`src/hw/rtl/srmq_pkg.sv`:
```
// Package for the sparse-table range-minimum block: sizes, codes, types and
// the leading-one search. No dependencies; every other file but srmq_ram uses it.
`timescale 1ns / 1ps
`default_nettype none

package srmq_pkg;

  localparam int MAX_LEN       = 1024;
  localparam int IDX_BITS      = 10;
  localparam int CNT_BITS      = 11;
  localparam int WIDE_BITS     = 12;
  localparam int LEVELS        = 11;
  localparam int LVL_BITS      = 4;
  localparam int VALUE_BITS    = 16;
  localparam int TBL_DEPTH     = LEVELS * MAX_LEN;
  localparam int TBL_ADDR_BITS = LVL_BITS + IDX_BITS;

  localparam logic OP_LOAD  = 1'b0;
  localparam logic OP_QUERY = 1'b1;

  typedef logic [IDX_BITS-1:0]      idx_t;
  typedef logic [CNT_BITS-1:0]      cnt_t;
  typedef logic [WIDE_BITS-1:0]     wide_t;
  typedef logic [LVL_BITS-1:0]      lvl_t;
  typedef logic [VALUE_BITS-1:0]    val_t;
  typedef logic [TBL_ADDR_BITS-1:0] tbl_addr_t;

  // Operands of the shared compare unit and its answer.
  typedef struct packed {
    idx_t a;
    idx_t b;
    val_t va;
    val_t vb;
  } pick_in_t;

  typedef struct packed {
    idx_t pos;
    val_t value;
  } pick_out_t;

  // Position of the highest set bit, capped at the top table level.
  function automatic lvl_t leading_one(input cnt_t x);
    lvl_t k;
    k = '0;
    for (int n = 0; n < CNT_BITS; n++) begin
      if (x[n]) begin
        k = LVL_BITS'(n);
      end
    end
    if (k > LVL_BITS'(LEVELS - 1)) begin
      k = LVL_BITS'(LEVELS - 1);
    end
    return k;
  endfunction

endpackage

`default_nettype wire

```
`src/hw/rtl/srmq_pick.sv`:
```
// Shared compare unit: picks the smaller of two stored values, the second
// operand winning a tie. Depends on srmq_pkg.
`timescale 1ns / 1ps
`default_nettype none

module srmq_pick (
  input  wire srmq_pkg::pick_in_t operands,
  output srmq_pkg::pick_out_t     answer
);

  always_comb begin
    if (operands.va < operands.vb) begin
      answer.pos   = operands.a;
      answer.value = operands.va;
    end else begin
      answer.pos   = operands.b;
      answer.value = operands.vb;
    end
  end

endmodule

`default_nettype wire

```
`config.mk`:
```
export PLATFORM = sky130hd
export DESIGN_NAME = srmq_pick
export DESIGN_NICKNAME = d
export VERILOG_FILES = /design/src/hw/rtl/srmq_pkg.sv /design/src/hw/rtl/srmq_pick.sv
export SDC_FILE = /design/constraint.sdc
export NUM_CORES = 1
export LEC_CHECK = 0
export ABC_AREA = 1
export BUFFER_PORTS_ARGS = -buffer_cell sky130_fd_sc_hd__buf_2
export CAP_MARGIN = 25
export CORE_MARGIN = 1
export CORE_UTILIZATION = 42
export DETAILED_ROUTE_END_ITERATION = 10
export PLACE_DENSITY = 0.9
export REMOVE_ABC_BUFFERS = 1
export SLEW_MARGIN = 20
export SYNTH_ARGS = -nofsm -noshare
export SYNTH_HDL_FRONTEND = slang
export SYNTH_SLANG_ARGS = --single-unit
```
`constraint.sdc`:
```
create_clock -name vclk -period 3.65
set_input_delay 0.365 -clock vclk [all_inputs]
set_output_delay 0.365 -clock vclk [all_outputs]
set_load 0.005 [all_outputs]
```
==> results of run 1 <==
==> path summary, 6_finish.rpt <==
path | depth (start not counted) | end
worst max-delay path | 10 | answer[7]
worst min-delay path | 4 | answer[17]
==> area by class of cell <==
cell class,instances,area [sq um]
Fill cell,203,586.8
Inverter,21,78.83
Multi-Input combinational cell,123,676.9
Tap cell,25,31.28
Timing Repair Buffer,78,390.4
==> cell families after synthesis <==
kind of cell	after synthesis	synth area share (%)
fa+ha+maj	15	23.36
simple gates	99	53.89
compound gates	9	7.010
buf+inv	27	15.73
==> per-layer routing <==
layer	global-route usage [%]	wire (microns)	up-vias
li1	-	-	623
met1	23.76	943	481
met2	32.57	1048	33
met3	0	92	0
met4	0	0	0
met5	0	0	-
==> report_power, final <==
part,switching (uW),total [uW],internal (uW)
clock,0,0,0
sequential,0,0,0
combinational,92.8,177,84.2
total,92.8,177,84.2
==> tightest hold or removal path, cell delays in order <==
cell	delay (ps)
sky130_fd_sc_hd__buf_2	70
sky130_fd_sc_hd__nand2_1	40
sky130_fd_sc_hd__nand2_1	40
sky130_fd_sc_hd__buf_2	100
==> synth_stat cells, drive strengths merged <==
library cell   n
a21oi          7
buf            6
ha            15
inv           21
nand2         68
nand3         27
nor2           2
nor3           2
o21ai          2
==> stage by stage <==
| step | hold slack (ps) | total power (uW) |
|---|---|---|
| finish | 982.8 | 176.9 |
| global route | 1002 | 201.7 |
| CTS | 984.6 | 178.6 |
| detailed placement | 983.9 | 178.0 |
| global placement | 983.8 | 176.2 |
| floorplan | 820.8 | 97.36 |
==> run summary, run 1 <==
TIMING
--------------------------------------------------------------------------------------
Number of setup violations in the final report ..........................            0
Upper clock frequency limit .............................................   0.3815 GHz
Fin worst setup slack ...................................................      1029 ps
RSZ-0062 raised after global routing ....................................        false
Final hold violations ...................................................            0
Final total negative setup slack ........................................         0 ps
Slew headroom ...........................................................       54.54%
Post-route fraction of the period consumed by the critical path .........       71.81%
Transition time at the pin with the least slew margin ...................     680.4 ps
Max-slew violation count ................................................            0
Crit path time final ....................................................      2621 ps

GRT
--------------------------------------------------------------------------------------
Number of antenna violations at the first check in global routing .......            0
Global route overflow ...................................................            0
Number of global-route vias before repair ...............................          771
Maximum number of pins on one net before global-route repair ............           28
Wire length of the first global-routing pass ............................ 2898 microns
Total routing usage reported by global routing ..........................       17.45%

DRT
--------------------------------------------------------------------------------------
Total via count after detailed routing ..................................         1137
Number of vias per cell after detailed routing ..........................        4.603
Remaining routing DRC violations ........................................            0
Routed Wire Length ...................................................... 2085 microns
Detail-routed net length per standard cell .............................. 8.441 microns
Number of antenna-violating nets in the routed design ...................            0
First-iteration detailed-routing DRC count ..............................           13
DR pass1 iterations .....................................................            5

RUN STATUS
--------------------------------------------------------------------------------------
Result of the run ....................................................... complete, no violations

WORST SETUP PATH
--------------------------------------------------------------------------------------
Crit path capture type ..................................................   output pin
Maximum fanout count along the critical path ............................           27
Library cell contributing the largest single delay on the critical path . sky130_fd_sc_hd__a21oi_4
Critical path required time .............................................      3280 ps
Cells along the critical path ........................................... buf_2, inv_1, ha_1, a21oi_1, o21ai_1, a21oi_4, nand2_4, nand2_1, nand2_1, buf_2
Category of the most critical setup path ................................ input pin to output pin
Critical path's largest stage delay .....................................       580 ps
Cell class contributing the biggest share of worst-path delay ........... compound AO/OA/AOI/OAI gates
Buffers & Inverters on Critical Path ....................................            3
Critical path startpoint category .......................................    input pin
Crit path arrival time ..................................................      2260 ps
Start point of the critical path ........................................ operands[11]

MIN PATH
--------------------------------------------------------------------------------------
Min-delay worst type .................................................... input pin to output pin
Start point of the worst hold path ...................................... operands[33]

LOGIC SYNTHESIS
--------------------------------------------------------------------------------------
Sequential cell area fraction in the yosys report .......................           0%
Area fraction of the dominant cell type after synthesis .................       30.84%
Summed instance area of the synthesized netlist .........................  803.3 sq um
Mean instance size in the synthesized netlist ...........................  5.355 sq um
Largest area contributor in the synthesized netlist ..................... sky130_fd_sc_hd__nand2_1
Top cells by area in the synthesized netlist ............................ sky130_fd_sc_hd__nand2_1, sky130_fd_sc_hd__ha_1, sky130_fd_sc_hd__nand3_1
Number of cells produced by synthesis ...................................          150
Yosys cell types ........................................................           16
Count of synthesis-stage warnings from yosys ............................            0

FLOORPLANNING
--------------------------------------------------------------------------------------
Starting utilization of the core area ...................................       45.53%
Core Rows ...............................................................           15
Floorplan die width ..................................................... 45.73 microns
DIE AREA ................................................................ 0.002091 sq mm
Height of the die ....................................................... 45.73 microns
Top-Level Pins ..........................................................           78
Standard cell core area ................................................. 0.001764 sq mm

FINISH
--------------------------------------------------------------------------------------
Share of cells above drive strength 1 ...................................       37.84%
Sequential cell count ...................................................            0
Sequential standard cell area ...........................................      0 sq um
Layout Utilization ......................................................       66.74%
Final design area excluding fillers ..................................... 0.001177 sq mm
Most frequent cells in the layout ....................................... sky130_fd_sc_hd__buf_2, sky130_fd_sc_hd__nand2_1, sky130_fd_sc_hd__nand3_1
Antenna Diode Count .....................................................            0
Commonest non-fill, non-tap cell in the layout .......................... sky130_fd_sc_hd__buf_2
Nets ....................................................................          291
Final std cells w/o fill ................................................          247
Synthesis-to-layout area growth .........................................       46.57%
Final-layout clock buffer total .........................................            0

PLACEMENT
--------------------------------------------------------------------------------------
Total cell area at the placement stage .................................. 0.001177 sq mm
Number of input and output port buffers inserted ........................           78
Last weighted congestion value of the routability-driven placer .........       0.7317
Pre-CTS WS ..............................................................      1035 ps
Count of placed standard cells including taps ...........................          247
DPL Wire Length ......................................................... 1710 microns

POWER
--------------------------------------------------------------------------------------
Power Dens Cells ........................................................ 150.3 mW/mm^2
Maximum vdd ir drop .....................................................   0.07731 mV
LEAKAGE ................................................................. 0.0008422 uW

CLOCKING
--------------------------------------------------------------------------------------
# Post-CTS Setup Buffers ................................................            0
Post-CTS Hold Buffers ...................................................            0
Post-cts resize count ...................................................            0

FLOW RUN
--------------------------------------------------------------------------------------
Number of maximum-capacitance constraint violations .....................            0

Note: power is estimated with default switching activity, not from simulation.
==> run 2, diff against run 1 <==
--- a/config.mk
+++ b/config.mk
@@ -5,13 +5,13 @@
 export SDC_FILE = /design/constraint.sdc
 export NUM_CORES = 1
 export LEC_CHECK = 0
-export ABC_AREA = 1
+export ABC_AREA = 0
 export BUFFER_PORTS_ARGS = -buffer_cell sky130_fd_sc_hd__buf_2
 export CAP_MARGIN = 25
 export CORE_MARGIN = 1
-export CORE_UTILIZATION = 42
+export CORE_UTILIZATION = 39
 export DETAILED_ROUTE_END_ITERATION = 10
-export PLACE_DENSITY = 0.9
+export PLACE_DENSITY = 0.84
 export REMOVE_ABC_BUFFERS = 1
 export SLEW_MARGIN = 20
 export SYNTH_ARGS = -nofsm -noshare
==> constraint.sdc (replaced) <==
create_clock -name vclk -period 2.7
set_input_delay 0.27 -clock vclk [all_inputs]
set_output_delay 0.27 -clock vclk [all_outputs]
set_load 0.005 [all_outputs]
==> run 2 against run 1 <==
  * Sequential share of layout area did not move
  * Design area rose by 11%
  * Highest routed layer unchanged
  * Clock-buffer cell count did not move
  * Flip-flop and latch count did not move
  * Power rose by 61%
  * Largest cell class unchanged
  * Area after synthesis rose by 1.4%
  * Final cell count fell by 22%
  * Worst hold slack got worse by 150 ps
  * Die area rose by 8.8%
  * Via count fell by 18%
==> run summary, run 2 <==
DRT
--------------------------------------------------------------------------------------
Routed Wire Length ...................................................... 2328 microns
DR pass1 iterations .....................................................            2
Detail-routed net length per standard cell .............................. 12.13 microns
Total via count after detailed routing ..................................          929
First-iteration detailed-routing DRC count ..............................            3
Number of antenna-violating nets in the routed design ...................            0
Number of vias per cell after detailed routing ..........................        4.839
Remaining routing DRC violations ........................................            0

PLACEMENT
--------------------------------------------------------------------------------------
Count of placed standard cells including taps ...........................          189
Last weighted congestion value of the routability-driven placer .........       0.7202
DPL Wire Length ......................................................... 2112 microns
Number of input and output port buffers inserted ........................           78

RUN STATUS
--------------------------------------------------------------------------------------
Result of the run ....................................................... complete, no violations

GRT
--------------------------------------------------------------------------------------
Number of antenna violations at the first check in global routing .......            0
Number of global-route vias before repair ...............................          879
Maximum number of pins on one net before global-route repair ............           11
Wire length of the first global-routing pass ............................ 3036 microns
Global route overflow ...................................................            0
Total routing usage reported by global routing ..........................       17.70%

POWER
--------------------------------------------------------------------------------------
Net switching share of the total power ..................................       37.44%
Maximum vdd ir drop .....................................................    0.1324 mV
Fraction of power consumed by sequential logic ..........................           0%
Internal power consumption ..............................................     178.2 uW
Switch Pwr ..............................................................     106.6 uW
Logic gate share of total power .........................................       100.0%
LEAKAGE ................................................................. 0.0007887 uW
Power Dens Cells ........................................................ 217.6 mW/mm^2
Clock network power share ...............................................           0%

FINISH
--------------------------------------------------------------------------------------
Commonest non-fill, non-tap cell in the layout .......................... sky130_fd_sc_hd__buf_2
Sequential cell count ...................................................            0
Antenna Diode Count .....................................................            0
Most frequent cells in the layout ....................................... sky130_fd_sc_hd__buf_2, sky130_fd_sc_hd__mux2_4, sky130_fd_sc_hd__inv_1, sky130_fd_sc_hd__ha_1, sky130_fd_sc_hd__mux2_2
Layout Utilization ......................................................       66.71%
Synthesis-to-layout area growth .........................................       60.68%
Final-layout clock buffer total .........................................            0
Nets ....................................................................          234
Share of cells above drive strength 1 ...................................       71.52%
Final std cells w/o fill ................................................          192
Sequential standard cell area ...........................................      0 sq um

WORST SETUP PATH
--------------------------------------------------------------------------------------
Critical path startpoint category .......................................    input pin
Cell with the most instances on the worst path .......................... sky130_fd_sc_hd__buf_2
Library cell contributing the largest single delay on the critical path . sky130_fd_sc_hd__or4_4
Critical path's largest stage delay .....................................       430 ps
Maximum fanout count along the critical path ............................            7
Critical path required time .............................................      2430 ps
Category of the most critical setup path ................................ input pin to output pin
Crit path capture type ..................................................   output pin
Crit path arrival time ..................................................      2270 ps
Cells along the critical path ........................................... buf_2, inv_1, ha_1, and4_4, o211ai_1, or4_4, o2111ai_4, clkbuf_16, mux2_4, buf_2

FLOORPLANNING
--------------------------------------------------------------------------------------
Height of the die ....................................................... 47.70 microns
Floorplan die width ..................................................... 47.70 microns
Standard cell core area ................................................. 0.001962 sq mm
Starting utilization of the core area ...................................       41.52%
DIE AREA ................................................................ 0.002275 sq mm
Core Rows ...............................................................           16
Top-Level Pins ..........................................................           78

LOGIC SYNTHESIS
--------------------------------------------------------------------------------------
Number of cells produced by synthesis ...................................           80
Count of synthesis-stage warnings from yosys ............................            0
Summed instance area of the synthesized netlist .........................  814.5 sq um
Largest area contributor in the synthesized netlist ..................... sky130_fd_sc_hd__mux2_4
Cell with the most instances after synthesis ............................ sky130_fd_sc_hd__mux2_4
Sequential cell area fraction in the yosys report .......................           0%
Mean instance size in the synthesized netlist ...........................  10.18 sq um
Yosys cell types ........................................................           20
Area fraction of the dominant cell type after synthesis .................       36.87%
Commonest cells in the netlist .......................................... sky130_fd_sc_hd__mux2_4, sky130_fd_sc_hd__ha_1, sky130_fd_sc_hd__inv_1
Top cells by area in the synthesized netlist ............................ sky130_fd_sc_hd__mux2_4, sky130_fd_sc_hd__ha_1, sky130_fd_sc_hd__mux2_2

TIMING
--------------------------------------------------------------------------------------
Final total negative setup slack ........................................         0 ps
Final Hold Slack ........................................................     830.9 ps
Transition time at the pin with the least slew margin ...................     396.3 ps
Upper clock frequency limit .............................................   0.3934 GHz
Post-route fraction of the period consumed by the critical path .........       94.16%
Slew headroom ...........................................................       73.51%
Final hold violations ...................................................            0
RSZ-0062 raised after global routing ....................................        false
Max-slew violation count ................................................            0
Crit path time final ....................................................      2542 ps
Number of setup violations in the final report ..........................            0

CLOCKING
--------------------------------------------------------------------------------------
Post-CTS Hold Buffers ...................................................            0

MIN PATH
--------------------------------------------------------------------------------------
Min-delay worst type .................................................... input pin to output pin

FLOW RUN
--------------------------------------------------------------------------------------
Number of maximum-capacitance constraint violations .....................            0

-- run 2: changes by cell type after synthesis, moves of 5 or more --
cell	delta
sky130_fd_sc_hd__mux2_4	+20
sky130_fd_sc_hd__mux2_2	+6
sky130_fd_sc_hd__nand3_1	-24
sky130_fd_sc_hd__nand2_1	-63
sky130_fd_sc_hd__inv_1	-5
-- run 2: layout make-up --
class                      count  area [sq um]
fill                         167         653.1
inverter                      15         56.30
multi-input combinational     63         723.2
tap                           27         33.78
timing repair buffer          87         495.5
-- run 2: path summary, 6_finish.rpt --
| kind | from | to | cells after the start |
|---|---|---|---|
| hold / removal | operands[45] | answer[19] | 3 |
| setup / recovery | operands[11] | answer[18] | 10 |
-- run 2: what timing repair did --
item / in CTS / in global routing
pin swaps: 1 / 2
buffers inserted: 2 / 0
endpoints found under the hold margin: 0 / 0
gates cloned: 0 / 1
gates resized for setup: 2 / 2
setup endpoints to repair: 7 / 15
-- run 2: per-stage QoR --
| step | instance area [sq um] | power, uW | worst slack [ps] |
|---|---|---|---|
| after detailed placement | 1256 | 267.7 | -18.73 |
| after global placement | 1256 | 256.9 | 50.70 |
| after global routing | 1309 | 313.1 | 43.20 |
| after floorplan | 774.5 | 149.3 | 178.0 |
| after CTS | 1279 | 275.3 | 43.67 |
| final | 1309 | 284.8 | 157.8 |
-- run 2: metal layers --
| layer | track usage, % | vias up | routed length, microns |
|---|---|---|---|
| met5 | 0 | - | 0 |
| met4 | 2.222 | 0 | 0 |
| met1 | 14.22 | 422 | 799 |
| met3 | 1.132 | 0 | 162 |
| li1 | - | 465 | - |
| met2 | 43.24 | 42 | 1366 |
-- run 2: power groups by stage --
stage / clock, uW / combinational [uW] / sequential [uW]
final: 0 / 285 / 0
after global routing: 0 / 313 / 0
after CTS: 0 / 275 / 0
after detailed placement: 0 / 268 / 0
after global placement: 0 / 257 / 0
after floorplan: 0 / 149 / 0
-- run 2: cells by family after synthesis --
kind of cell,count (synthesis),share of synthesized area (%)
AOI/OAI and AO/OA,12,11.83
muxes,26,45.16
buffers and inverters,17,11.83
and+or+nand+nor,10,8.142
adders and majority gates,15,23.04
-- run 2: critical path: cells and delay by family --
family                     cells  cell delay, ps
AOI/OAI and AO/OA              2             260
muxes                          1             290
buffers and inverters          4             490
and+or+nand+nor                2             660
adders and majority gates      1             290
