<file path="src/hw/rtl/srmq_pkg.sv">
// Package for the sparse-table range-minimum block: sizes, codes, types and
// the leading-one search. No dependencies; every other file but srmq_ram uses it.
`timescale 1ns / 1ps
`default_nettype none

package srmq_pkg;

  localparam int MAX_LEN       = 1024;
  localparam int IDX_BITS      = 10;
  localparam int CNT_BITS      = 11;
  localparam int WIDE_BITS     = 12;
  localparam int LEVELS        = 11;
  localparam int LVL_BITS      = 4;
  localparam int VALUE_BITS    = 16;
  localparam int TBL_DEPTH     = LEVELS * MAX_LEN;
  localparam int TBL_ADDR_BITS = LVL_BITS + IDX_BITS;

  localparam logic OP_LOAD  = 1'b0;
  localparam logic OP_QUERY = 1'b1;

  typedef logic [IDX_BITS-1:0]      idx_t;
  typedef logic [CNT_BITS-1:0]      cnt_t;
  typedef logic [WIDE_BITS-1:0]     wide_t;
  typedef logic [LVL_BITS-1:0]      lvl_t;
  typedef logic [VALUE_BITS-1:0]    val_t;
  typedef logic [TBL_ADDR_BITS-1:0] tbl_addr_t;

  // Operands of the shared compare unit and its answer.
  typedef struct packed {
    idx_t a;
    idx_t b;
    val_t va;
    val_t vb;
  } pick_in_t;

  typedef struct packed {
    idx_t pos;
    val_t value;
  } pick_out_t;

  // Position of the highest set bit, capped at the top table level.
  function automatic lvl_t leading_one(input cnt_t x);
    lvl_t k;
    k = '0;
    for (int n = 0; n < CNT_BITS; n++) begin
      if (x[n]) begin
        k = LVL_BITS'(n);
      end
    end
    if (k > LVL_BITS'(LEVELS - 1)) begin
      k = LVL_BITS'(LEVELS - 1);
    end
    return k;
  endfunction

endpackage

`default_nettype wire

</file>
<file path="src/hw/rtl/srmq_in_if.sv">
// Input channel of the range-minimum block: valid/ready and one item.
// Depends on srmq_pkg.
`timescale 1ns / 1ps
`default_nettype none

interface srmq_in_if;
  logic              valid;
  logic              ready;
  logic              op;
  srmq_pkg::val_t    depth_value;
  logic              last_value;
  srmq_pkg::idx_t    left_index;
  srmq_pkg::idx_t    right_index;

  modport source(output valid, op, depth_value, last_value, left_index, right_index,
                 input ready);
  modport sink(input valid, op, depth_value, last_value, left_index, right_index,
               output ready);
endinterface

`default_nettype wire

</file>
<file path="src/hw/rtl/srmq_out_if.sv">
// Result channel of the range-minimum block: valid/ready and one result.
// Depends on srmq_pkg.
`timescale 1ns / 1ps
`default_nettype none

interface srmq_out_if;
  logic              valid;
  logic              ready;
  srmq_pkg::idx_t    min_position;
  srmq_pkg::val_t    min_value;
  logic              range_error;

  modport source(output valid, min_position, min_value, range_error, input ready);
  modport sink(input valid, min_position, min_value, range_error, output ready);
endinterface

`default_nettype wire

</file>
<file path="src/hw/rtl/srmq_ctrl.sv">
// Sequencer of the range-minimum block: the table build and queries run
// through the same four-step read/compare walk. Depends on srmq_pkg,
// srmq_in_if and srmq_out_if.
`timescale 1ns / 1ps
`default_nettype none

module srmq_ctrl (
  input  wire logic                   clk,
  input  wire logic                   rst,
  srmq_in_if.sink                     items,
  srmq_out_if.source                  results,
  output srmq_pkg::pick_in_t          pick_req,
  input  wire srmq_pkg::pick_out_t    pick_ans,
  output logic                        val_we,
  output srmq_pkg::idx_t              val_waddr,
  output srmq_pkg::val_t              val_wdata,
  output srmq_pkg::idx_t              val_raddr,
  input  wire srmq_pkg::val_t         val_rdata,
  output logic                        tbl_we,
  output srmq_pkg::tbl_addr_t         tbl_waddr,
  output srmq_pkg::idx_t              tbl_wdata,
  output srmq_pkg::tbl_addr_t         tbl_raddr,
  input  wire srmq_pkg::idx_t         tbl_rdata
);

  localparam logic [2:0] ST_IDLE = 3'd0;
  localparam logic [2:0] ST_LVL  = 3'd1;
  localparam logic [2:0] ST_RA   = 3'd2;
  localparam logic [2:0] ST_RB   = 3'd3;
  localparam logic [2:0] ST_VA   = 3'd4;
  localparam logic [2:0] ST_VB   = 3'd5;

  logic [2:0]          state;
  logic                is_query;
  logic                table_ready;
  srmq_pkg::cnt_t      loaded_count;
  srmq_pkg::lvl_t      lvl;
  srmq_pkg::idx_t      idx_a;
  srmq_pkg::idx_t      idx_b;
  srmq_pkg::idx_t      pos_a;
  srmq_pkg::idx_t      pos_b;
  srmq_pkg::val_t      val_a;
  logic                out_valid;
  srmq_pkg::idx_t      out_position;
  srmq_pkg::val_t      out_value;
  logic                out_error;

  logic                slot_free;
  logic                take;
  logic                out_load;
  srmq_pkg::lvl_t      rd_lvl;
  srmq_pkg::idx_t      second_idx;
  srmq_pkg::wide_t     span;
  logic                store_full;
  srmq_pkg::idx_t      q_lo;
  srmq_pkg::idx_t      q_hi;
  srmq_pkg::cnt_t      q_len;
  srmq_pkg::lvl_t      q_lvl;
  srmq_pkg::cnt_t      q_rb;
  logic                q_bad;

  assign slot_free   = !out_valid || results.ready;
  assign items.ready = (state == ST_IDLE) && slot_free;
  assign take        = items.valid && items.ready;

  // A result beat is loaded by a rejected query or at the end of a query walk.
  assign out_load = ((state == ST_IDLE) && take && (items.op == srmq_pkg::OP_QUERY) && q_bad)
                  || ((state == ST_VB) && is_query && slot_free);

  assign results.valid        = out_valid;
  assign results.min_position = out_position;
  assign results.min_value    = out_value;
  assign results.range_error  = out_error;

  // The build reads the level below the one it writes; a query reads its own.
  assign rd_lvl     = is_query ? lvl : lvl - srmq_pkg::LVL_BITS'(1);
  assign second_idx = is_query ? idx_b
                               : idx_a + (srmq_pkg::IDX_BITS'(1) << rd_lvl);
  assign span       = srmq_pkg::WIDE_BITS'(1) << lvl;
  assign store_full = loaded_count >= srmq_pkg::CNT_BITS'(srmq_pkg::MAX_LEN);

  // Query setup: order the ends, then cover the range with two blocks.
  always_comb begin
    if (items.left_index > items.right_index) begin
      q_lo = items.right_index;
      q_hi = items.left_index;
    end else begin
      q_lo = items.left_index;
      q_hi = items.right_index;
    end
    q_len = srmq_pkg::CNT_BITS'(q_hi) - srmq_pkg::CNT_BITS'(q_lo)
          + srmq_pkg::CNT_BITS'(1);
    q_lvl = srmq_pkg::leading_one(q_len);
    q_rb  = srmq_pkg::CNT_BITS'(q_hi) + srmq_pkg::CNT_BITS'(1)
          - (srmq_pkg::CNT_BITS'(1) << q_lvl);
    q_bad = !table_ready || (srmq_pkg::CNT_BITS'(q_hi) >= loaded_count);
  end

  assign pick_req.a  = pos_a;
  assign pick_req.b  = pos_b;
  assign pick_req.va = val_a;
  assign pick_req.vb = val_rdata;

  // Memory ports.
  always_comb begin
    val_we    = take && (items.op == srmq_pkg::OP_LOAD) && !store_full;
    val_waddr = loaded_count[srmq_pkg::IDX_BITS-1:0];
    val_wdata = items.depth_value;

    case (state)
      ST_RB, ST_VA: val_raddr = tbl_rdata;
      ST_VB:        val_raddr = pos_b;
      default:      val_raddr = pos_a;
    endcase

    // Level zero is the identity and is written as each value arrives.
    if (state == ST_VB) begin
      tbl_we    = !is_query;
      tbl_waddr = {lvl, idx_a};
      tbl_wdata = pick_ans.pos;
    end else begin
      tbl_we    = val_we;
      tbl_waddr = {srmq_pkg::LVL_BITS'(0), loaded_count[srmq_pkg::IDX_BITS-1:0]};
      tbl_wdata = loaded_count[srmq_pkg::IDX_BITS-1:0];
    end

    case (state)
      ST_RB:   tbl_raddr = {rd_lvl, second_idx};
      default: tbl_raddr = {rd_lvl, idx_a};
    endcase
  end

  always_ff @(posedge clk) begin
    if (rst) begin
      state        <= ST_IDLE;
      is_query     <= 1'b0;
      table_ready  <= 1'b0;
      loaded_count <= '0;
      out_valid    <= 1'b0;
    end else begin
      if (out_load) begin
        out_valid <= 1'b1;
      end else if (results.ready) begin
        out_valid <= 1'b0;
      end

      case (state)
        ST_IDLE: begin
          if (take) begin
            if (items.op == srmq_pkg::OP_LOAD) begin
              is_query    <= 1'b0;
              table_ready <= 1'b0;
              if (!store_full) begin
                loaded_count <= loaded_count + srmq_pkg::CNT_BITS'(1);
              end
              if (items.last_value) begin
                lvl   <= srmq_pkg::LVL_BITS'(1);
                idx_a <= '0;
                state <= ST_LVL;
              end
            end else if (q_bad) begin
              out_position <= '0;
              out_value    <= '0;
              out_error    <= 1'b1;
            end else begin
              is_query <= 1'b1;
              lvl      <= q_lvl;
              idx_a    <= q_lo;
              idx_b    <= q_rb[srmq_pkg::IDX_BITS-1:0];
              state    <= ST_RA;
            end
          end
        end

        ST_LVL: begin
          if ((lvl <= srmq_pkg::LVL_BITS'(srmq_pkg::LEVELS - 1)) &&
              (span <= srmq_pkg::WIDE_BITS'(loaded_count))) begin
            state <= ST_RA;
          end else begin
            table_ready <= 1'b1;
            state       <= ST_IDLE;
          end
        end

        ST_RA: begin
          state <= ST_RB;
        end

        ST_RB: begin
          pos_a <= tbl_rdata;
          state <= ST_VA;
        end

        ST_VA: begin
          pos_b <= tbl_rdata;
          val_a <= val_rdata;
          state <= ST_VB;
        end

        ST_VB: begin
          if (is_query) begin
            if (slot_free) begin
              out_position <= pick_ans.pos;
              out_value    <= pick_ans.value;
              out_error    <= 1'b0;
              state        <= ST_IDLE;
            end
          end else if (srmq_pkg::WIDE_BITS'(idx_a) + srmq_pkg::WIDE_BITS'(1) + span
                       <= srmq_pkg::WIDE_BITS'(loaded_count)) begin
            idx_a <= idx_a + srmq_pkg::IDX_BITS'(1);
            state <= ST_RA;
          end else begin
            lvl   <= lvl + srmq_pkg::LVL_BITS'(1);
            idx_a <= '0;
            state <= ST_LVL;
          end
        end

        default: begin
          state <= ST_IDLE;
        end
      endcase
    end
  end

endmodule

`default_nettype wire

</file>
<file path="src/flat_wrapper.sv">
// flat-port wrapper written by rule: the top's interface ports become plain ports
module srmq_ctrl_flat 
  (clk, rst, pick_req, pick_ans, val_we, val_waddr, val_wdata, val_raddr, val_rdata, tbl_we, tbl_waddr, tbl_wdata, tbl_raddr, tbl_rdata, items_valid, items_op, items_depth_value, items_last_value, items_left_index, items_right_index, items_ready, results_valid, results_min_position, results_min_value, results_range_error, results_ready);
  srmq_in_if items_i ();
  srmq_out_if results_i ();
  input  wire logic clk;
  input  wire logic rst;
  output srmq_pkg::pick_in_t pick_req;
  input  wire srmq_pkg::pick_out_t pick_ans;
  output logic val_we;
  output srmq_pkg::idx_t val_waddr;
  output srmq_pkg::val_t val_wdata;
  output srmq_pkg::idx_t val_raddr;
  input  wire srmq_pkg::val_t val_rdata;
  output logic tbl_we;
  output srmq_pkg::tbl_addr_t tbl_waddr;
  output srmq_pkg::idx_t tbl_wdata;
  output srmq_pkg::tbl_addr_t tbl_raddr;
  input  wire srmq_pkg::idx_t tbl_rdata;
  input wire logic [$bits(items_i.valid)-1:0] items_valid;
  input wire logic [$bits(items_i.op)-1:0] items_op;
  input wire logic [$bits(items_i.depth_value)-1:0] items_depth_value;
  input wire logic [$bits(items_i.last_value)-1:0] items_last_value;
  input wire logic [$bits(items_i.left_index)-1:0] items_left_index;
  input wire logic [$bits(items_i.right_index)-1:0] items_right_index;
  output wire logic [$bits(items_i.ready)-1:0] items_ready;
  output wire logic [$bits(results_i.valid)-1:0] results_valid;
  output wire logic [$bits(results_i.min_position)-1:0] results_min_position;
  output wire logic [$bits(results_i.min_value)-1:0] results_min_value;
  output wire logic [$bits(results_i.range_error)-1:0] results_range_error;
  input wire logic [$bits(results_i.ready)-1:0] results_ready;
  assign items_i.valid = items_valid;
  assign items_i.op = items_op;
  assign items_i.depth_value = items_depth_value;
  assign items_i.last_value = items_last_value;
  assign items_i.left_index = items_left_index;
  assign items_i.right_index = items_right_index;
  assign items_ready = items_i.ready;
  assign results_valid = results_i.valid;
  assign results_min_position = results_i.min_position;
  assign results_min_value = results_i.min_value;
  assign results_range_error = results_i.range_error;
  assign results_i.ready = results_ready;
  srmq_ctrl u_core (.clk(clk), .rst(rst), .items(items_i), .results(results_i), .pick_req(pick_req), .pick_ans(pick_ans), .val_we(val_we), .val_waddr(val_waddr), .val_wdata(val_wdata), .val_raddr(val_raddr), .val_rdata(val_rdata), .tbl_we(tbl_we), .tbl_waddr(tbl_waddr), .tbl_wdata(tbl_wdata), .tbl_raddr(tbl_raddr), .tbl_rdata(tbl_rdata));
endmodule
</file>
<file path="config.mk">
export PLATFORM = sky130hd
export DESIGN_NAME = srmq_ctrl_flat
export DESIGN_NICKNAME = d
export VERILOG_FILES = /design/src/hw/rtl/srmq_pkg.sv /design/src/hw/rtl/srmq_in_if.sv /design/src/hw/rtl/srmq_out_if.sv /design/src/hw/rtl/srmq_ctrl.sv /design/src/flat_wrapper.sv
export SDC_FILE = /design/constraint.sdc
export NUM_CORES = 1
export LEC_CHECK = 0
export CORE_MARGIN = 4
export CORE_UTILIZATION = 40
export DETAILED_ROUTE_END_ITERATION = 8
export DONT_BUFFER_PORTS = 1
export GPL_TIMING_DRIVEN = 0
export HOLD_SLACK_MARGIN = 0.05
export PLACE_DENSITY = 0.57
export SETUP_SLACK_MARGIN = 0.05
export SLEW_MARGIN = 20
export SYNTH_ARGS = -nofsm -noshare
export SYNTH_HDL_FRONTEND = slang
export SYNTH_SLANG_ARGS = --single-unit
</file>
<file path="constraint.sdc">
create_clock -name clk -period 8.55 [get_ports clk]
set_input_delay 0.4275 -clock clk [delete_from_list [all_inputs] [get_ports clk]]
set_output_delay 0.4275 -clock clk [all_outputs]
set_load 0.005 [all_outputs]
</file>
==> impl_results.md, run 1 <==
- Hold crit path type: in -> reg
- Vias: 6709
- Leakage: 3.81 nW
- Distinct cells, synth: 63
- Cell Area, Synth: 0.00834 sq mm
- Ports: 251
- Number of synthesized flops with an enable pin: 87
- DR vias/cell: 5.54
- CTS tree: built
- Clock slew at reported path FFs: 0.08 ns
- CTS Root Buffer Type: clkbuf_16
- Die X: 152 um
- Cells after synthesis: 920
- Status: finished, final reports clean
- Placer Congestion: 0.946
- Seq. cell area: 0.00295 sq mm
- Drt total wl: 24800 um
- Reg2reg end: u_core.lvl[0]
- Max frequency: 149 MHz
- Max Cap Viol: 0
- CTS Hold Bufs: 0
- H-tree levels: 3
- Critical path launch point type: input pin
- Core area: 0.0204 sq mm
- Num CTS Buffers: 9
- CP max FO: 10
- Ys Warns: 0
- Final critical-path share of the clock period: 78.7%
- Post-CTS Setup Bufs: 0
- Post-DP HPWL: 20700 um
- Peak VDD IR: 0.0933 mV
- Req. time, crit path: 8.66 ns
- Final instance area: 0.00906 sq mm
- Worst Setup End Kind: flip-flop
- Die H: 152 um
- CP dominant cell by count: a21oi_1
- Iteration-0 DRC count of the detailed router: 453
- Final setup violation count: 0
- Num rows: 52
- WL/cell: 20.5 um
- Initial core utilization: 41.0%
- Placed cell area: 0.00874 sq mm
- Top_reg_cell synth: edfxtp_1
- CP Class: in -> reg
- Insertion delay to the later sink of the worst-skew pair: 0.35 ns
- Clock Path Buffers: 2
- Min Tclk post-route: 6.73 ns
- Syn_nets: 1116
- Setup TNS: 0 ns
- Syn Area/Cell: 9.07 sq um
- First-pass GRT wire length: 38100 um
- Buffers added on ports: 0
- Reg power frac: 40.1%
- Max Transition Viols Final: 0
- Post-synthesis async set-or-reset flop share: 0%
- Multi-input logic area: 0.00474 sq mm
- Layout fillers: 2007
- Crit path DAT: 6.84 ns
- Final Hold Viols: 0
- CP peak stage delay: 0.60 ns
- Layout cell share with drive strength beyond 1: 8.30%
- Initial antenna violation count: 0
- Die area: 0.0232 sq mm
- First-pass DRT Iterations: 5
- Flop2flop setup slack: 3.55 ns
- Vias in the first global route: 6472
- Grt ovf: 0
- Post-DRT Antenna Nets: 0
- CP Capture Point: u_core.idx_b[9]
- Critical Path Start: items_right_index[5]
- GRT Util Overall: 20.6%
- Switching pwr: 0.497 mW
- Comb power frac: 31.4%
- Sequential element share of the synthesized area: 35.4%
- Crit-path slowest cell: a2111oi_4
- Internal power: 0.978 mW
- Net Sw Frac: 33.7%
- Slew Limit Headroom: 40.1%
- Worst R2R Start: u_core.lvl[0]
- Resize count post-CTS: 0
- Largest net degree at the start of global routing: 22
- Clock group share of total power: 28.4%
- Area delta synth->final: 8.58%
- Worst Clk Skew: 0.00968 ns
- R2R cell count: 19
- Worst-margin pin slew: 0.895 ns
- DR DRC count: 0
- RSZ-0062 raised after global routing: no
- PwrDens: 163 mW/mm^2
- Register bit total from synthesis: 104
- Final nets: 1131
- Total clock sinks: 104
[state kept, by name, summed over array words and instances (netlist names)]
name	flops
u_core.pos_a	10
u_core.idx_a	10
u_core.val_a	16
u_core.results.range_error	1
u_core.state	3
u_core.is_query	1
u_core.pos_b	10
u_core.loaded_count	11
u_core.idx_b	10
u_core.results.valid	1
u_core.results.min_value	16
u_core.lvl	4
u_core.table_ready	1
u_core.results.min_position	10
[cells by family after synthesis]
family,share of synthesized area (%)
AOI/OAI and AO/OA,14.7
muxes,1.80
buffers and inverters,8.00
DFF,35.4
and+or+nand+nor,19.2
xor gates and xnor gates,5.21
adders and majority gates,15.7
[stage by stage]
step           power, mW  utilization [%]  std cells  setup slack [ns]  hold slack [ns]
6_report            1.48             44.5       1211              1.82            0.165
5_1_grt             1.56             44.5       1210              1.22            0.145
4_1_cts             1.48             44.5       1210              1.79            0.154
3_5_place_dp        1.07             42.9       1194              1.42            0.526
3_3_place_gp        1.06             42.6       1190              1.35            0.526
2_1_floorplan      0.954                -        920              2.24            0.454
[layout by cell type (no fill, tap or decap), types with 4 or more instances in the layout]
cell type  Yosys  routed
a211oi_1       5       4
a21o_1        13      13
a21oi_1       43      43
a22oi_1       12      12
and2_1        37      37
and3_1         6       6
buf_4         43      44
clkbuf_1      18      18
clkbuf_16      0       9
dfxtp_1       17      17
edfxtp_1      87      87
fa_1           4       4
ha_1          98      98
inv_1         67      67
mux2i_1       15      15
nand2_1      107     107
nand2b_1      18      18
nand3_1       23      23
nand4_1       10      10
nor2_1        58      58
nor2b_1       17      17
nor3_1        17      15
nor3_2         2       4
nor4_1         7       7
o21a_1        10      10
o21ai_0       56      56
o21bai_1       7       7
o22ai_1       13      13
or3_1          8       8
xnor2_1       32      32
xor2_1        13      13
[synth_stat cells (all sizes together), types with 19 or more instances]
cell	instances	area share (%)
xnor2	33	3.6
edfxtp	87	31
o21ai	59	3.5
nand2	107	4.8
ha	98	15
nor3	19	1.3
buf	47	4.1
a21oi	43	2.6
nor2	59	2.7
nand3	23	1.4
and2	37	2.8
inv	67	3.0
[worst min-delay path by stage]
stage / start / end / slack (ns) / depth (start not counted)
global placement: val_rdata[9] / u_core.val_a[9] / 0.53 / 0
floorplan: u_core.table_ready / u_core.table_ready / 0.45 / 1
detailed placement: val_rdata[9] / u_core.val_a[9] / 0.53 / 0
finish: tbl_rdata[7] / u_core.pos_a[7] / 0.17 / 0
global route: tbl_rdata[6] / u_core.pos_a[6] / 0.14 / 0
CTS: val_rdata[15] / u_core.val_a[15] / 0.15 / 0
[critical path, delay by kind of cell]
kind	cells	cell delay, ns
compound gates	11	2.28
fa+ha+maj	5	1.65
simple gates	8	1.11
xor+xnor	3	0.77
buf+inv	5	0.59
[layout make-up]
class / count / area share [%]
repair buffers: 4 / 0.456
multi-input cells: 682 / 52.4
plain buffers: 65 / 4.50
diodes: 1 / 0.0276
clock buffers: 9 / 2.49
well taps: 270 / 3.73
inverters: 69 / 2.86
clock inverters: 7 / 0.953
flip-flops and latches: 104 / 32.6
[layer usage]
layer | global-route usage [%] | routed length [um]
met3 | 5.51 | 1910
met2 | 35.0 | 11900
met1 | 26.3 | 10600
met4 | 4.88 | 427
met5 | 0 | 0
[power by group through the flow]
stage	Combinational (mW)	Clock (mW)	Sequential, mW
after global placement	0.456	0	0.605
after detailed placement	0.462	0	0.604
final	0.464	0.419	0.592
after global routing	0.523	0.446	0.594
after floorplan	0.358	0	0.596
after CTS	0.464	0.427	0.592
Note: power is estimated with default switching activity, not from simulation.
==> inputs of run 2 (changes only) <==
Settings changed: ABC_AREA from default to 1, PLACE_DENSITY 0.57 to 0.59.
Clock period 8.55 ns to 5.6 ns, I/O delays scaled along.
==> impl_results.md, run 2 <==
- CP max FO: 10
- CTS tree: built
- Core Util, Final: 47.4%
- Worst Setup End Kind: flip-flop
- GRT Util Overall: 20.3%
- CP Buf/Inv Count: 8
- Cells after synthesis: 1120
- Crit-path slowest cell: fa_2
- Die H: 155 um
- Final critical-path share of the clock period: 93.6%
- Number of synthesized flops with an enable pin: 87
- Max frequency: 191 MHz
- Insertion delay to the later sink of the worst-skew pair: 0.35 ns
- DR vias/cell: 5.20
- Commonest cells post-synth: nand2_1 (222), inv_1 (178), nor2_1 (124)
- Min Tclk post-route: 5.24 ns
- Die area: 0.0239 sq mm
- Total clock sinks: 104
- Layout cell share with drive strength beyond 1: 12.9%
- Ys Warns: 0
- Sequential element share of the synthesized area: 34.3%
- Initial core utilization: 40.8%
- Worst Clk Skew: 0.00948 ns
- DR DRC count: 0
- Hold WS: 0.139 ns
- Clock slew at reported path FFs: 0.08 ns
- Syn Area/Cell: 7.68 sq um
- WL/cell: 17.7 um
- Final Hold Viols: 0
- Synth area leader: edfxtp_1
- Post-DP HPWL: 21200 um
- Flop2flop setup slack: 0.81 ns
- Buffers added on ports: 0
- Vias in the first global route: 7230
- Final instance area: 0.00999 sq mm
- Placer Congestion: 0.902
- Distinct cells, synth: 47
- Num CTS Buffers: 9
- Critical path launch point type: input pin
- Vias: 7575
- Leakage: 4.49 nW
- Hold crit path type: in -> reg
- Synth area leaders: edfxtp_1 (30%), ha_1 (14%), nand2_1 (9.7%)
- Die X: 155 um
- PwrDens: 236 mW/mm^2
- Area delta synth->final: 16.2%
- Grt ovf: 0
- First-pass DRT Iterations: 5
- Initial antenna violation count: 1
- Worst-margin pin slew: 0.997 ns
- Ports: 251
- Max Transition Viols Final: 0
- Core area: 0.0211 sq mm
- Crit path DAT: 5.36 ns
- Peak VDD IR: 0.124 mV
- Crit-path leading delay family: adder cells
- Leading cell type in the layout, fill and taps excluded: nand2_1
- Drt total wl: 25700 um
- Post-synthesis async set-or-reset flop share: 0%
- CTS Root Buffer Type: clkbuf_16
- H-tree levels: 3
- CP Class: in -> reg
- Post-DRT Antenna Nets: 0
- Top_reg_cell synth: edfxtp_1
- CP dominant cell by count: nand2_1
- Largest net degree at the start of global routing: 28
- Top-count cell post-synth: nand2_1
- Clock Path Buffers: 2
- Req. time, crit path: 5.72 ns
- First-pass GRT wire length: 38600 um
- Slew Limit Headroom: 33.5%
- Iteration-0 DRC count of the detailed router: 445
- Max Cap Viol: 0
- Num rows: 53
- Syn_nets: 1316
- Area share of the largest cell type after synthesis: 30.4%
- Setup TNS: 0 ns
- Register bit total from synthesis: 104
- Final setup violation count: 0
- Placed cell area: 0.00898 sq mm
- Status: finished, final reports clean
- Cell Area, Synth: 0.00860 sq mm
- Final nets: 1373
- Inserted Diodes: 0
- CP peak stage delay: 0.41 ns
- Most frequent cells in the layout: nand2_1 (216), inv_1 (171), nor2_1 (119)
==> run 2: kinds of logic (layout without fill, tap and decap cells) <==
group / after synthesis / after routing / synth area share [%]
simple gates: 453 / 453 / 22.8
buf+inv: 244 / 306 / 12.5
compound gates: 183 / 183 / 11.7
flops: 104 / 104 / 34.3
fa+ha+maj: 102 / 102 / 15.2
xor+xnor: 34 / 34 / 3.46
==> run 2: worst paths after layout <==
path	start	to	cells after the start
setup reg to reg	u_core.lvl[1]	u_core.lvl[2]	22
setup / recovery	items_right_index[7]	u_core.idx_b[9]	37
hold reg to reg	u_core.table_ready	u_core.table_ready	2
hold / removal	pick_ans[12]	u_core.results.min_value[12]	2
==> run 2: area by class of cell <==
cell class | count | area (sq um)
Timing Repair Buffer | 46 | 420
Buffer | 63 | 424
Clock inverter | 7 | 86.3
Fill cell | 2113 | 11100
Sequential cell | 104 | 2950
Inverter | 181 | 688
Multi-Input combinational cell | 772 | 4850
Tap cell | 275 | 344
Clock buffer | 9 | 225
==> run 2: power breakdown <==
| group | internal [mW] | switching, mW | leakage, nW | total, mW |
|---|---|---|---|---|
| clock network | 0.318 | 0.312 | 0.150 | 0.630 |
| registers | 0.876 | 0.0217 | 0.933 | 0.898 |
| logic | 0.336 | 0.496 | 3.41 | 0.831 |
| total | 1.53 | 0.829 | 4.49 | 2.36 |
==> run 2: repair_timing <==
action	4_1_cts	5_1_grt
pin swaps	1	26
cloned	0	1
endpoints found under the setup margin	3	5
endpoints found under the hold margin	37	0
setup buffers	3	13
gates resized for setup	13	73
hold buffers	27	0
==> run 2: routing by layer <==
layer	global-route usage [%]	routed length (um)	up-vias
met5	0	11	-
met4	6.94	749	2
met3	3.55	1730	44
met2	35.2	12500	292
met1	25.6	10700	3474
li1	-	-	3763
==> run 2: worst reg2reg max path, cell delays in order, from the launching register on <==
cell and delay, ns:
edfxtp_1 0.48, inv_1 0.23, ha_1 0.19, inv_1 0.07, nor3_1 0.27, ha_1 0.23
inv_1 0.05, fa_1 0.41, o21ai_0 0.40, nand4_1 0.13, o211ai_1 0.17, nand2_1 0.09
nand2_1 0.06, a21oi_1 0.07, xnor2_1 0.13, ha_1 0.30, nand3_1 0.10, nor2_1 0.18
nand3_1 0.12, nand2_1 0.12, nand2_1 0.14, nand2_1 0.28, and2_1 0.28
==> run 2: through the flow <==
stage	setup slack [ns]	instances	total power [mW]
after floorplan	0.233	1120	1.45
after global placement	-0.732	1395	1.61
after detailed placement	-0.766	1397	1.61
after CTS	0.0522	1443	2.27
after global routing	-0.0140	1457	2.52
final	0.359	1457	2.36
